## src/sv/srd_pkg.sv

```systemverilog
`timescale 1ns / 1ps
// ----------------------------------------------------------------------------
// srd_pkg
// shared types, constants and the byte-wise crc-8 function of the decoder
// ----------------------------------------------------------------------------
package srd_pkg;

  localparam logic [7:0]  CRC_POLY    = 8'h31;
  localparam logic [7:0]  CRC_INIT    = 8'hFF;
  localparam logic [15:0] READY_MASK  = 16'h07FF;
  localparam logic [14:0] TEMP_SCALE  = 15'd17500;
  localparam logic [13:0] RH_SCALE    = 14'd10000;
  localparam logic [14:0] TEMP_OFFSET = 15'd4500;

  typedef enum logic [1:0] {
    ST_OK        = 2'd0,
    ST_NOT_READY = 2'd1,
    ST_CRC       = 2'd2,
    ST_BUS       = 2'd3
  } srd_status_t;

  // one finished transaction, raw words, waiting for conversion
  typedef struct packed {
    srd_status_t status;
    logic [15:0] co2_word;
    logic [15:0] temp_word;
    logic [15:0] rh_word;
  } srd_result_t;

  typedef struct packed {
    logic        valid;
    srd_result_t result;
  } srd_push_t;

  // msb-first crc-8, one byte, no reflection
  function automatic logic [7:0] crc_update(input logic [7:0] crc, input logic [7:0] b);
    logic [7:0] c;
    c = crc ^ b;
    for (int i = 0; i < 8; i++) begin
      if (c[7]) begin
        c = {c[6:0], 1'b0} ^ CRC_POLY;
      end else begin
        c = {c[6:0], 1'b0};
      end
    end
    return c;
  endfunction

endpackage

```

## src/sv/srd_front.sv

```systemverilog
`timescale 1ns / 1ps
// ----------------------------------------------------------------------------
// srd_front
// frame tracker: byte position, running crc, word capture, result push
// ----------------------------------------------------------------------------
module srd_front (
  input  logic             clk,
  input  logic             rst,
  input  logic             accept,
  input  logic             start_req,
  input  logic [7:0]       rx_byte,
  input  logic             bus_error,
  output srd_pkg::srd_push_t push
);
  import srd_pkg::*;

  localparam logic [3:0] P_RDY_H  = 4'd0;
  localparam logic [3:0] P_RDY_L  = 4'd1;
  localparam logic [3:0] P_RDY_C  = 4'd2;
  localparam logic [3:0] P_CO2_H  = 4'd3;
  localparam logic [3:0] P_CO2_L  = 4'd4;
  localparam logic [3:0] P_CO2_C  = 4'd5;
  localparam logic [3:0] P_TEMP_H = 4'd6;
  localparam logic [3:0] P_TEMP_L = 4'd7;
  localparam logic [3:0] P_TEMP_C = 4'd8;
  localparam logic [3:0] P_RH_H   = 4'd9;
  localparam logic [3:0] P_RH_L   = 4'd10;
  localparam logic [3:0] P_RH_C   = 4'd11;

  logic        active, active_next;
  logic [3:0]  pos, pos_next;
  logic [7:0]  crc, crc_next;
  logic [7:0]  word_high, word_high_next;
  logic [7:0]  word_low, word_low_next;
  logic [15:0] co2_word, co2_word_next;
  logic [15:0] temp_word, temp_word_next;

  logic        eff_active;
  logic [3:0]  eff_pos;
  logic [7:0]  eff_crc;
  logic        is_high;
  logic [7:0]  crc_in;
  logic [7:0]  crc_step;
  logic [15:0] word;

  assign eff_active = start_req | active;
  assign eff_pos    = start_req ? 4'd0 : pos;
  assign eff_crc    = start_req ? CRC_INIT : crc;
  assign is_high    = (eff_pos == P_RDY_H) || (eff_pos == P_CO2_H) ||
                      (eff_pos == P_TEMP_H) || (eff_pos == P_RH_H);
  assign crc_in     = is_high ? CRC_INIT : eff_crc;
  assign crc_step   = crc_update(crc_in, rx_byte);
  assign word       = {word_high, word_low};

  always_comb begin
    active_next    = active;
    pos_next       = pos;
    crc_next       = crc;
    word_high_next = word_high;
    word_low_next  = word_low;
    co2_word_next  = co2_word;
    temp_word_next = temp_word;
    push           = '0;
    push.result.status = ST_OK;

    if (accept && eff_active) begin
      active_next = 1'b1;
      pos_next    = eff_pos;
      crc_next    = eff_crc;
      if (bus_error) begin
        push.valid         = 1'b1;
        push.result.status = ST_BUS;
        active_next        = 1'b0;
        pos_next           = 4'd0;
        crc_next           = CRC_INIT;
      end else begin
        case (eff_pos) inside
          P_RDY_H, P_CO2_H, P_TEMP_H, P_RH_H: begin
            word_high_next = rx_byte;
            crc_next       = crc_step;
            pos_next       = eff_pos + 4'd1;
          end
          P_RDY_L, P_CO2_L, P_TEMP_L, P_RH_L: begin
            word_low_next = rx_byte;
            crc_next      = crc_step;
            pos_next      = eff_pos + 4'd1;
          end
          P_RDY_C, P_CO2_C, P_TEMP_C, P_RH_C: begin
            if (eff_crc != rx_byte) begin
              push.valid         = 1'b1;
              push.result.status = ST_CRC;
              active_next        = 1'b0;
              pos_next           = 4'd0;
              crc_next           = CRC_INIT;
            end else begin
              crc_next = CRC_INIT;
              pos_next = eff_pos + 4'd1;
              case (eff_pos)
                P_RDY_C: begin
                  if ((word & READY_MASK) == 16'd0) begin
                    push.valid         = 1'b1;
                    push.result.status = ST_NOT_READY;
                    active_next        = 1'b0;
                    pos_next           = 4'd0;
                  end
                end
                P_CO2_C:  co2_word_next  = word;
                P_TEMP_C: temp_word_next = word;
                default: begin
                  // humidity word closes a good block
                  push.valid              = 1'b1;
                  push.result.status      = ST_OK;
                  push.result.co2_word    = co2_word;
                  push.result.temp_word   = temp_word;
                  push.result.rh_word     = word;
                  active_next             = 1'b0;
                  pos_next                = 4'd0;
                end
              endcase
            end
          end
          default: begin
            // position past the block, drop silently
            active_next = 1'b0;
            pos_next    = 4'd0;
            crc_next    = CRC_INIT;
          end
        endcase
      end
    end
  end

  always_ff @(posedge clk) begin
    if (rst) begin
      active <= 1'b0;
      pos    <= 4'd0;
      crc    <= CRC_INIT;
    end else begin
      active <= active_next;
      pos    <= pos_next;
      crc    <= crc_next;
    end
    word_high <= word_high_next;
    word_low  <= word_low_next;
    co2_word  <= co2_word_next;
    temp_word <= temp_word_next;
  end

endmodule

```

## src/sv/srd_queue.sv

```systemverilog
`timescale 1ns / 1ps
// ----------------------------------------------------------------------------
// srd_queue
// small fifo of finished transactions between tracker and converter
// ----------------------------------------------------------------------------
module srd_queue #(
  parameter int QDEPTH = 2
) (
  input  logic                  clk,
  input  logic                  rst,
  input  srd_pkg::srd_push_t    push,
  input  logic                  pop,
  output srd_pkg::srd_result_t  head,
  output logic                  full,
  output logic                  empty
);
  import srd_pkg::*;

  localparam int PW = (QDEPTH > 1) ? $clog2(QDEPTH) : 1;
  localparam int CW = $clog2(QDEPTH + 1);
  localparam logic [PW-1:0] LAST = PW'(QDEPTH - 1);
  localparam logic [CW-1:0] FULL_COUNT = CW'(QDEPTH);

  srd_result_t   entries [QDEPTH];
  logic [PW-1:0] wr_ptr;
  logic [PW-1:0] rd_ptr;
  logic [CW-1:0] count;
  logic          do_push;
  logic          do_pop;

  assign full    = (count == FULL_COUNT);
  assign empty   = (count == '0);
  assign do_push = push.valid && !full;
  assign do_pop  = pop && !empty;
  assign head    = entries[rd_ptr];

  always_ff @(posedge clk) begin
    if (do_push) begin
      entries[wr_ptr] <= push.result;
    end
  end

  always_ff @(posedge clk) begin
    if (rst) begin
      wr_ptr <= '0;
      rd_ptr <= '0;
      count  <= '0;
    end else begin
      if (do_push) begin
        wr_ptr <= (wr_ptr == LAST) ? '0 : wr_ptr + 1'b1;
      end
      if (do_pop) begin
        rd_ptr <= (rd_ptr == LAST) ? '0 : rd_ptr + 1'b1;
      end
      if (do_push && !do_pop) begin
        count <= count + 1'b1;
      end else if (do_pop && !do_push) begin
        count <= count - 1'b1;
      end
    end
  end

endmodule

```

## src/sv/srd_back.sv

```systemverilog
`timescale 1ns / 1ps
// ----------------------------------------------------------------------------
// srd_back
// converter: scales raw words and holds the result in the output register
// ----------------------------------------------------------------------------
module srd_back (
  input  logic                 clk,
  input  logic                 rst,
  input  srd_pkg::srd_result_t head,
  input  logic                 head_valid,
  output logic                 pop,
  output logic                 out_valid,
  input  logic                 out_ready,
  output logic [1:0]           status,
  output logic [15:0]          co2_ppm,
  output logic signed [14:0]   temp_centi,
  output logic [13:0]          rh_x100
);
  import srd_pkg::*;

  logic [30:0] temp_prod;
  logic [29:0] rh_prod;
  logic [14:0] temp_val;
  logic        is_ok;

  assign pop       = head_valid && (!out_valid || out_ready);
  assign is_ok     = (head.status == ST_OK);
  assign temp_prod = 31'(TEMP_SCALE) * 31'(head.temp_word);
  assign rh_prod   = 30'(RH_SCALE) * 30'(head.rh_word);
  // result lies in -4500..12999, so 15-bit wraparound gives the signed value
  assign temp_val  = temp_prod[30:16] - TEMP_OFFSET;

  always_ff @(posedge clk) begin
    if (rst) begin
      out_valid <= 1'b0;
    end else if (pop) begin
      out_valid <= 1'b1;
    end else if (out_ready) begin
      out_valid <= 1'b0;
    end
    if (pop) begin
      status     <= head.status;
      co2_ppm    <= is_ok ? head.co2_word : 16'd0;
      temp_centi <= is_ok ? $signed(temp_val) : 15'sd0;
      rh_x100    <= is_ok ? rh_prod[29:16] : 14'd0;
    end
  end

endmodule

```

## src/sv/sensor_response_decoder.sv

```systemverilog
`timescale 1ns / 1ps
// ----------------------------------------------------------------------------
// sensor_response_decoder
// decodes the byte stream of one sensor read transaction into a result item
// ----------------------------------------------------------------------------
// throughput: one byte item per cycle; in_ready drops only while the result
//   queue is full (output register stalled with QDEPTH more results queued)
// result path: the byte item that closes the transaction pushes its result into the
//   queue, and the result moves on into the output register once that is free
// reset: synchronous, active high; clears frame tracking, queue pointers and
//   output valid, so the block comes out of reset idle and ready
// ----------------------------------------------------------------------------
module sensor_response_decoder #(
  parameter int QDEPTH = 2
) (
  input  logic                clk,
  input  logic                rst,
  // byte input channel
  input  logic                in_valid,
  output logic                in_ready,
  input  logic                start_req,
  input  logic [7:0]          rx_byte,
  input  logic                bus_error,
  // result channel
  output logic                out_valid,
  input  logic                out_ready,
  output logic [1:0]          status,
  output logic [15:0]         co2_ppm,
  output logic signed [14:0]  temp_centi,
  output logic [13:0]         rh_x100
);
  import srd_pkg::*;

  srd_push_t   push;
  srd_result_t head;
  logic        q_full;
  logic        q_empty;
  logic        pop;
  logic        accept;

  // the tracker only ever pushes on an accepted byte, and a byte is only
  // accepted while the queue has room, so no push is ever dropped
  assign in_ready = !q_full;
  assign accept   = in_valid && in_ready;

  // front: byte position, crc check, word capture, classification
  srd_front u_front (
    .clk       (clk),
    .rst       (rst),
    .accept    (accept),
    .start_req (start_req),
    .rx_byte   (rx_byte),
    .bus_error (bus_error),
    .push      (push)
  );

  // decouples the tracker from a stalled output
  srd_queue #(
    .QDEPTH (QDEPTH)
  ) u_queue (
    .clk   (clk),
    .rst   (rst),
    .push  (push),
    .pop   (pop),
    .head  (head),
    .full  (q_full),
    .empty (q_empty)
  );

  // back: constant-scale conversion into the output register
  srd_back u_back (
    .clk        (clk),
    .rst        (rst),
    .head       (head),
    .head_valid (!q_empty),
    .pop        (pop),
    .out_valid  (out_valid),
    .out_ready  (out_ready),
    .status     (status),
    .co2_ppm    (co2_ppm),
    .temp_centi (temp_centi),
    .rh_x100    (rh_x100)
  );

endmodule

```

## config.mk

```make
export PLATFORM = sky130hd
export DESIGN_NAME = sensor_response_decoder
export DESIGN_NICKNAME = d
export VERILOG_FILES = /design/src/sv/srd_pkg.sv /design/src/sv/srd_front.sv /design/src/sv/srd_queue.sv /design/src/sv/srd_back.sv /design/src/sv/sensor_response_decoder.sv
export SDC_FILE = /design/constraint.sdc
export NUM_CORES = 1
export LEC_CHECK = 0
export BUFFER_PORTS_ARGS = -buffer_cell sky130_fd_sc_hd__buf_2
export CAP_MARGIN = 10
export CORE_MARGIN = 1.5
export CORE_UTILIZATION = 55
export DETAILED_ROUTE_END_ITERATION = 8
export GPL_TIMING_DRIVEN = 0
export PLACE_DENSITY = 0.83
export SYNTH_ARGS = -nofsm -noshare
export SYNTH_HDL_FRONTEND = slang
export SYNTH_HIERARCHICAL = 1
export SYNTH_SLANG_ARGS = --single-unit
```

## constraint.sdc

```tcl
create_clock -name clk -period 8.25 [get_ports clk]
set_clock_uncertainty 0.2 [all_clocks]
set_input_delay 0 -clock clk [delete_from_list [all_inputs] [get_ports clk]]
set_output_delay 0 -clock clk [all_outputs]
set_load 0.01 [all_outputs]
```

==> results.cfg, run 1 <==
[timing]
timing_worst_slew_pin_value_ns = 1.12
fin_tns_setup_ns = 0
setup_ws_ns = 1.37
count_of_pins_over_their_slew_limit = 0
final-hold-violation-count = 0
setup_viol = 0
rsz0062_at_grt = false
relSlewSlack = 0.248
final.min_clock_period_ns = 6.88
tcrit_tclk_final = 0.834
maxClockFrequency_mhz = 145

[min_path]
hold-path-cell-count = 2
hold_path.startpoint = rx_byte[6]
hp-class = in2reg
hold_path_end = u_front/word_low[6]

[global_routing]
pin_count_of_the_biggest_net_entering_global_routing = 42
grt.total_usage = 0.218
number_of_global_route_vias_before_repair = 9944
grt_pass1_wl_um = 49100
total_grt_overflow = 0
grt_antenna_before_repair = 0

[finish]
final_net_count = 1632
area_growth_syn_to_layout_pct = 11.4
layout.area.seq_um2 = 6240
n_antenna_cell = 0
multi_input_area_um2 = 7630
post-route-util = 0.629
layout.filler_cells = 1936
layout-drive-gt1-share = 0.145
design_area_um2 = 16500

[floorplan]
io_pins = 63
fp.dieH_um = 167
rows = 59
die-area_um2 = 28000
die_x_um = 167
core_area_um2 = 26300
starting_utilization_of_the_core_area = 0.565

[synth]
synth.cell_area_um2 = 14800
ys_types = 84
yosys_warnings = 6
sequential_fraction_of_the_synthesis_area = 0.420
synthDominantAreaCellType = edfxtp_1
synth_area_leaders = edfxtp_1 (39%), ha_1 (14%), fa_1 (11%), inv_1 (5.0%), mux2_2 (3.6%)
synth_cells = 1273
async_flop_share = 0
synth.avg_cell_area_um2 = 11.7
synthFlopType = edfxtp_1
synth_top_area_share = 0.395
top_count_cell_post_synth = inv_1
synth-edff-count = 195
synth_seq_cells = 214
syn_nets = 1530
netlist_top_cells_count = inv_1 (199), edfxtp_1 (195), ha_1 (165)

[run]
max-cap-violations = 0

[placed_design]
dp_worst_setup_slack_ns = 1.42
gp_congestion = 0.885
place_hpwl_um = 22400
portBuffers = 62
dpl_cell_area_um2 = 15700

[critical_path]
setup.worst_path.end_class = flop
critical_path.max_stage_delay_ns = 0.54
critPathArrivalTime_ns = 7.05
critPathRequiredTime_ns = 8.42
worst-setup-path-type = reg2reg
highest_fanout_seen_on_the_critical_path = 10
regToRegSetupSlack_ns = 1.37
critical-path-slowest-cell = fa_1
worstRegToRegCells = 24
crit-reg2reg-capture = u_back/temp_centi[14]
critical_path.startpoint_type = flop
timing.critical_path.cells = clkbuf_1, buf_2, mux2_1, ha_1, inv_1, fa_1, inv_1, ha_1, fa_1, inv_1, fa_1, inv_1, ha_1, o2111ai_1, o31a_1, a31oi_4, o21a_1, or2_2, ha_1, inv_1, a211oi_1, nor2_1, or3_1, nand3_1
path_common_cell = inv_1

[drt]
finalWirelength_um = 30100
first_iter_violations = 642
drtPass1Iterations = 5
drc_errors = 0
routedWlPerCell_um = 17.4
antenna_left = 0
vias_per_cell = 5.70
detailroute.via_count = 9830

[clock_tree]
path_clk_slew_ns = 0.06
tritoncts.num_buffers = 23
postCtsSetupRepairBufs = 0
cts_max_path_buffers = 3
cts_htree_levels = 1
insertion_delay_ns = 0.51
cts_hold_buf = 12
cts_num_sinks = 214
cts.repair.resized = 0
cts_tree = yes
clk_root_buffer_cell = clkbuf_16

[run_status]
outcome = finished clean
metrics by stage:
step | hold slack (ns) | instances
final | 0.0561 | 1726
after CTS | 0.0329 | 1726
after detailed placement | 0.0273 | 1673
after floorplan | -0.131 | 1273
after global routing | 0.0583 | 1726
after global placement | 0.0333 | 1670
worst max-delay path by stage:
stage | cells after the start | endpoint | slack (ns)
floorplan | 7 | u_queue/count[1] | 2.21
global placement | 7 | u_queue/count[1] | 0.65
CTS | 24 | u_back/temp_centi[14] | 1.41
finish | 24 | u_back/temp_centi[14] | 1.37
global route | 24 | u_back/temp_centi[14] | 0.97
detailed placement | 24 | u_back/temp_centi[14] | 1.42
registers in the layout, indices dropped and copies added, names as in the netlist, 2 cells and up, named ones only:
| signal | flops |
|---|---|
| u_back/co2_ppm | 16 |
| u_back/rh_x100 | 14 |
| u_back/status | 2 |
| u_back/temp_centi | 15 |
| u_front/co2_word | 16 |
| u_front/crc | 8 |
| u_front/pos | 4 |
| u_front/temp_word | 16 |
| u_front/word_high | 8 |
| u_front/word_low | 8 |
| u_queue/count | 2 |
| u_queue/entries | 100 |
cells in the final DEF (no fill, tap or decap), types with 23 or more instances in the layout:
cell	count
nand2_1	27
xnor2_1	36
clkbuf_16	23
and3_1	52
o21ai_0	25
nor3_1	26
inv_1	198
nor2_1	53
fa_1	78
edfxtp_1	195
a21oi_1	45
clkbuf_1	26
buf_2	80
ha_1	165
mux2_2	47
layer usage:
metal	track usage	wire, um	vias up	part of all wire
met5	0	0	-	0
met4	0.0662	752	0	0.025
met3	0.0293	1460	58	0.049
met2	0.385	14700	293	0.49
met1	0.281	13100	4749	0.44
li1	-	-	4730	-
cells by family (layout without fill, tap and decap cells):
kind of cell / Yosys count / in the layout / synth area share
compound gates: 184 / 184 / 0.0892
xor+xnor: 57 / 57 / 0.0355
fa+ha+maj: 243 / 243 / 0.244
buf+inv: 251 / 369 / 0.0670
flops: 214 / 214 / 0.420
mux: 55 / 55 / 0.0414
simple gates: 269 / 269 / 0.102
worst max-delay path: cells and delay by family, from the launching register on:
kind	cells	cell delay (ns)
AOI/OAI and AO/OA	5	1.39
adders and majority gates	7	2.71
buffers and inverters	7	0.92
DFF	1	0.30
muxes	1	0.49
and+or+nand+nor	4	0.74
area by class of cell:
cell class,instances,area share
Timing Repair Buffer,77,0.0297
Sequential cell,214,0.377
Inverter,199,0.0452
Clock buffer,28,0.0384
Tap cell,335,0.0253
Multi-Input combinational cell,808,0.462
Clock inverter,13,0.00779
Buffer,52,0.0150
Power of run 1 is not shown: default switching activity piles up to over one toggle a cycle in this logic, so the estimate is an artifact.
==> run 2, diff against run 1 <==
--- a/config.mk
+++ b/config.mk
@@ -11,7 +11,7 @@
 export CORE_UTILIZATION = 55
 export DETAILED_ROUTE_END_ITERATION = 8
 export GPL_TIMING_DRIVEN = 0
-export PLACE_DENSITY = 0.83
+export PLACE_DENSITY = 0.86
 export SYNTH_ARGS = -nofsm -noshare
 export SYNTH_HDL_FRONTEND = slang
 export SYNTH_HIERARCHICAL = 1
==> constraint.sdc (replaced) <==
create_clock -name clk -period 6 [get_ports clk]
set_clock_uncertainty 0.2 [all_clocks]
set_input_delay 0 -clock clk [delete_from_list [all_inputs] [get_ports clk]]
set_output_delay 0 -clock clk [all_outputs]
set_load 0.01 [all_outputs]
==> results.cfg, run 2 (synthesized netlist as in run 1, its figures left out) <==
[run_status]
outcome = finished with violations
failing_checks = setup timing

[finish]
n_antenna_cell = 0
design_area_um2 = 18000
area_growth_syn_to_layout_pct = 21.4
registers.top_by_ff_count = u_queue/entries
largest_reg_flops = 100
leading_cell_types_in_the_layout_fill_and_taps_excluded = edfxtp_1 (195), inv_1 (183), ha_1 (131), fa_1 (77), buf_4 (77)
final_net_count = 1715
final-instance-count-excl-fill = 1809
post-route-util = 0.685
layout-drive-gt1-share = 0.252
layout_commonest_cell = edfxtp_1

[global_routing]
total_grt_overflow = 0
grt.total_usage = 0.251
grt_antenna_before_repair = 0
pin_count_of_the_biggest_net_entering_global_routing = 45
number_of_global_route_vias_before_repair = 10800
grt_pass1_wl_um = 55600

[drt]
vias_per_cell = 6.25
detailroute.via_count = 11300
drtPass1Iterations = 7
drc_errors = 0
routedWlPerCell_um = 22.9
antenna_left = 0
first_iter_violations = 1042
finalWirelength_um = 41500

[critical_path]
crit_buf_inv = 9
critical-path-top-delay-family = adder cells
worst-setup-path-type = reg2reg
path_common_cell = ha_1
highest_fanout_seen_on_the_critical_path = 6
setup.worst_path.end_class = flop
critical-path-slowest-cell = fa_1
critical_path.max_stage_delay_ns = 0.56
critPathArrivalTime_ns = 6.21
critical_path.startpoint_type = flop
critPathRequiredTime_ns = 6.06

[clock_tree]
cts_htree_levels = 1
clk_root_buffer_cell = clkbuf_16
insertion_delay_ns = 0.53
cts_max_path_buffers = 3
path_clk_slew_ns = 0.06
cts_num_sinks = 214
tritoncts.num_buffers = 23
cts_tree = yes

[run]
max-cap-violations = 0

[timing]
setup_viol = 10
rsz0062_at_grt = true
timing_worst_slew_pin_value_ns = 1.11
tcrit_tclk_final = 1.03
relSlewSlack = 0.257
final.min_clock_period_ns = 6.15
final-hold-violation-count = 0
setup_ws_ns = -0.153
count_of_pins_over_their_slew_limit = 0
maxClockFrequency_mhz = 163

[placed_design]
dp_cells = 1673
place_hpwl_um = 22800
dpl_cell_area_um2 = 15700
dp_worst_setup_slack_ns = -0.700
gp_congestion = 0.895
portBuffers = 62

[floorplan]
die_x_um = 167
io_pins = 63
core_area_um2 = 26300
starting_utilization_of_the_core_area = 0.565
fp.dieH_um = 167
die-area_um2 = 28000
rows = 59

[min_path]
hp-class = in2reg
run 2: worst paths after layout:
check / startpoint / cells past startpoint / endpoint / slack [ns]
max: flop / 25 / u_back/temp_centi[14] / -0.15
min: rx_byte[6] / 2 / u_front/word_low[6] / 0.05
max reg2reg: flop / 25 / u_back/temp_centi[14] / -0.15
min reg2reg: u_queue/rd_ptr / 2 / flop / 0.31
run 2: stage by stage:
step / hold slack (ns) / TNS [ns]
floorplan: -0.131 / 0
global placement: 0.0293 / -5.23
detailed placement: 0.0358 / -6.50
CTS: 0.0386 / -0.0806
global route: 0.0526 / -2.30
finish: 0.0530 / -0.797
run 2: worst reg2reg max path, stage by stage (launching register included):
cell	delay (ns)
dfxtp_4	0.45
buf_6	0.15
buf_16	0.11
buf_4	0.12
mux2_4	0.34
buf_4	0.15
fa_1	0.47
ha_1	0.34
ha_1	0.33
inv_1	0.07
fa_1	0.56
inv_1	0.06
ha_1	0.30
and4_4	0.21
a221oi_2	0.27
o31a_1	0.17
buf_6	0.14
mux2i_4	0.26
nand3_2	0.12
inv_2	0.09
ha_4	0.14
inv_4	0.04
a211oi_4	0.34
nor2_4	0.12
o221ai_1	0.24
nand3_1	0.11
run 2: final cells by class:
class	instances	area, um2
Multi-Input combinational cell	808	8410
Fill cell	1602	8270
Sequential cell	214	6240
Timing Repair Buffer	163	1230
Inverter	199	749
Clock buffer	27	591
Tap cell	335	419
Buffer	49	292
Clock inverter	14	88.8
run 2: timing repair:
action | 4_1_cts | 5_1_grt
hold buffers | 12 | 0
hold endpoints to repair | 52 | 0
setup buffers | 27 | 58
pin swaps | 16 | 75
resized for setup | 64 | 109
setup endpoints to repair | 17 | 15
gates cloned | 1 | 0
run 2: metal layers:
| layer | wire [um] | vias to the layer above | global-route usage |
|---|---|---|---|
| li1 | - | 4879 | - |
| met1 | 15600 | 5505 | 0.301 |
| met2 | 20500 | 709 | 0.449 |
| met3 | 2770 | 220 | 0.0381 |
| met4 | 2600 | 0 | 0.109 |
| met5 | 0 | - | 0 |
Power of run 2 is left out for the same reason.
==> run 3, diff against run 2 <==
--- a/config.mk
+++ b/config.mk
@@ -16,3 +16,4 @@
 export SYNTH_HDL_FRONTEND = slang
 export SYNTH_HIERARCHICAL = 1
 export SYNTH_SLANG_ARGS = --single-unit
+export TNS_END_PERCENT = 10
==> results.cfg, run 3 (synthesized netlist as in run 1, its figures left out) <==
[timing]
setup_viol = 7
fin_tns_setup_ns = -0.236
maxClockFrequency_mhz = 165
rsz0062_at_grt = true
relSlewSlack = 0.298
tcrit_tclk_final = 1.01
setup_ws_ns = -0.0725
count_of_pins_over_their_slew_limit = 0
final-hold-violation-count = 0
timing_worst_slew_pin_value_ns = 1.05
final.min_clock_period_ns = 6.07

[finish]
registers.top_by_ff_count = u_queue/entries
layout-drive-gt1-share = 0.238
final_net_count = 1696
n_antenna_cell = 0
layout_commonest_cell = edfxtp_1
area_growth_syn_to_layout_pct = 20.5
largest_reg_flops = 100
leading_cell_types_in_the_layout_fill_and_taps_excluded = edfxtp_1 (195), inv_1 (182), ha_1 (137), fa_1 (76), buf_2 (74)

[floorplan]
rows = 59
die_x_um = 167
core_area_um2 = 26300
io_pins = 63
fp.dieH_um = 167
starting_utilization_of_the_core_area = 0.565
die-area_um2 = 28000

[run_status]
failing_checks = setup timing
outcome = finished with violations

[critical_path]
worst-setup-path-type = reg2reg
critical_path.startpoint_type = flop
critPathArrivalTime_ns = 6.13
setup.worst_path.end_class = flop
critPathCapture = u_back/rh_x100[11]
critPathRequiredTime_ns = 6.06
highest_fanout_seen_on_the_critical_path = 6
crit-reg2reg-capture = u_back/rh_x100[11]
worstRegToRegCells = 23
regToRegSetupSlack_ns = -0.07

[clock_tree]
cts_tree = yes
cts_max_path_buffers = 3
cts_htree_levels = 1
insertion_delay_ns = 0.53
clk_root_buffer_cell = clkbuf_16
cts_num_sinks = 214
tritoncts.num_buffers = 24
path_clk_slew_ns = 0.06

[global_routing]
grt.total_usage = 0.237
number_of_global_route_vias_before_repair = 10400
grt_antenna_before_repair = 0
total_grt_overflow = 0
grt_pass1_wl_um = 53000
pin_count_of_the_biggest_net_entering_global_routing = 43

[drt]
antenna_left = 0
finalWirelength_um = 38200
vias_per_cell = 6.08
drc_errors = 0
drtPass1Iterations = 5
detailroute.via_count = 10900
routedWlPerCell_um = 21.3
first_iter_violations = 1085

[placed_design]
place_hpwl_um = 22400
portBuffers = 62
gp_congestion = 0.898

[run]
max-cap-violations = 0

[min_path]
hp-class = in2reg
[run 3: cell types whose count changed in the layout (fill, tap and decap cells not counted), moves of 3 or more]
cell	delta
buf_4	-15
buf_6	-4
bufinv_16	+3
clkbuf_1	+3
clkbuf_16	+3
clkinv_2	-4
ha_1	+6
ha_4	-4
nor3_1	+3
nor3_2	-3
o21ai_1	-3
[run 3: per-layer routing]
layer	GRT usage	share of wire
met1	0.296	0.39
met2	0.415	0.49
met3	0.0324	0.065
met4	0.0960	0.053
met5	0	0
[run 3: layout make-up]
cell class	count	area, um2
Buffer	48	294
Clock buffer	33	666
Clock inverter	11	150
Fill cell	1625	8400
Inverter	199	747
Multi-Input combinational cell	808	8330
Sequential cell	214	6240
Tap cell	335	419
Timing Repair Buffer	144	1040
[run 3: repair_timing]
action,4_1_cts,5_1_grt
hold buffers,13,0
cloned,0,1
gates resized for setup,46,113
buffers inserted,17,48
setup endpoints to repair,18,14
pin swaps,4,76
endpoints found under the hold margin,52,0
[run 3: stage by stage]
| stage | hold slack [ns] | std cells | setup WS, ns | util | instance area [um2] |
|---|---|---|---|---|---|
| after floorplan | -0.131 | 1273 | -0.00444 | - | 14800 |
| after global placement | 0.0327 | 1670 | -0.649 | 0.592 | 15600 |
| after detailed placement | 0.0328 | 1673 | -0.765 | 0.596 | 15700 |
| after CTS | 0.0344 | 1746 | -0.0377 | 0.643 | 16900 |
| after global routing | 0.0585 | 1792 | -0.262 | 0.680 | 17900 |
| final | 0.0456 | 1792 | -0.0725 | 0.680 | 17900 |
[run 3: how the worst min path moves through the flow]
stage / startpoint / endpoint / slack (ns) / depth (start not counted)
floorplan: rst / u_queue/count[1] / -0.13 / 1
global placement: rx_byte[5] / u_front/word_high[5] / 0.03 / 1
detailed placement: rx_byte[4] / u_front/word_high[4] / 0.03 / 1
CTS: rx_byte[7] / u_front/word_low[7] / 0.03 / 2
global route: rx_byte[4] / u_front/word_low[4] / 0.06 / 2
finish: rx_byte[7] / u_front/word_low[7] / 0.05 / 2
[run 3: worst max-delay path, stage by stage, from the launching register on]
cell and delay [ns]:
dfxtp_4 0.46, buf_6 0.13, buf_12 0.10, mux2_4 0.35, buf_4 0.16, fa_1 0.47
ha_1 0.33, inv_1 0.09, fa_1 0.54, inv_1 0.05, ha_1 0.28, inv_1 0.06
fa_1 0.52, inv_2 0.06, ha_4 0.24, a21oi_2 0.16, o221a_2 0.28, a21oi_4 0.07
o21a_1 0.19, a41o_1 0.23, o41a_1 0.45, a21oi_2 0.16, xor2_1 0.16, nor2_1 0.05
Power of run 3 is left out for the same reason.
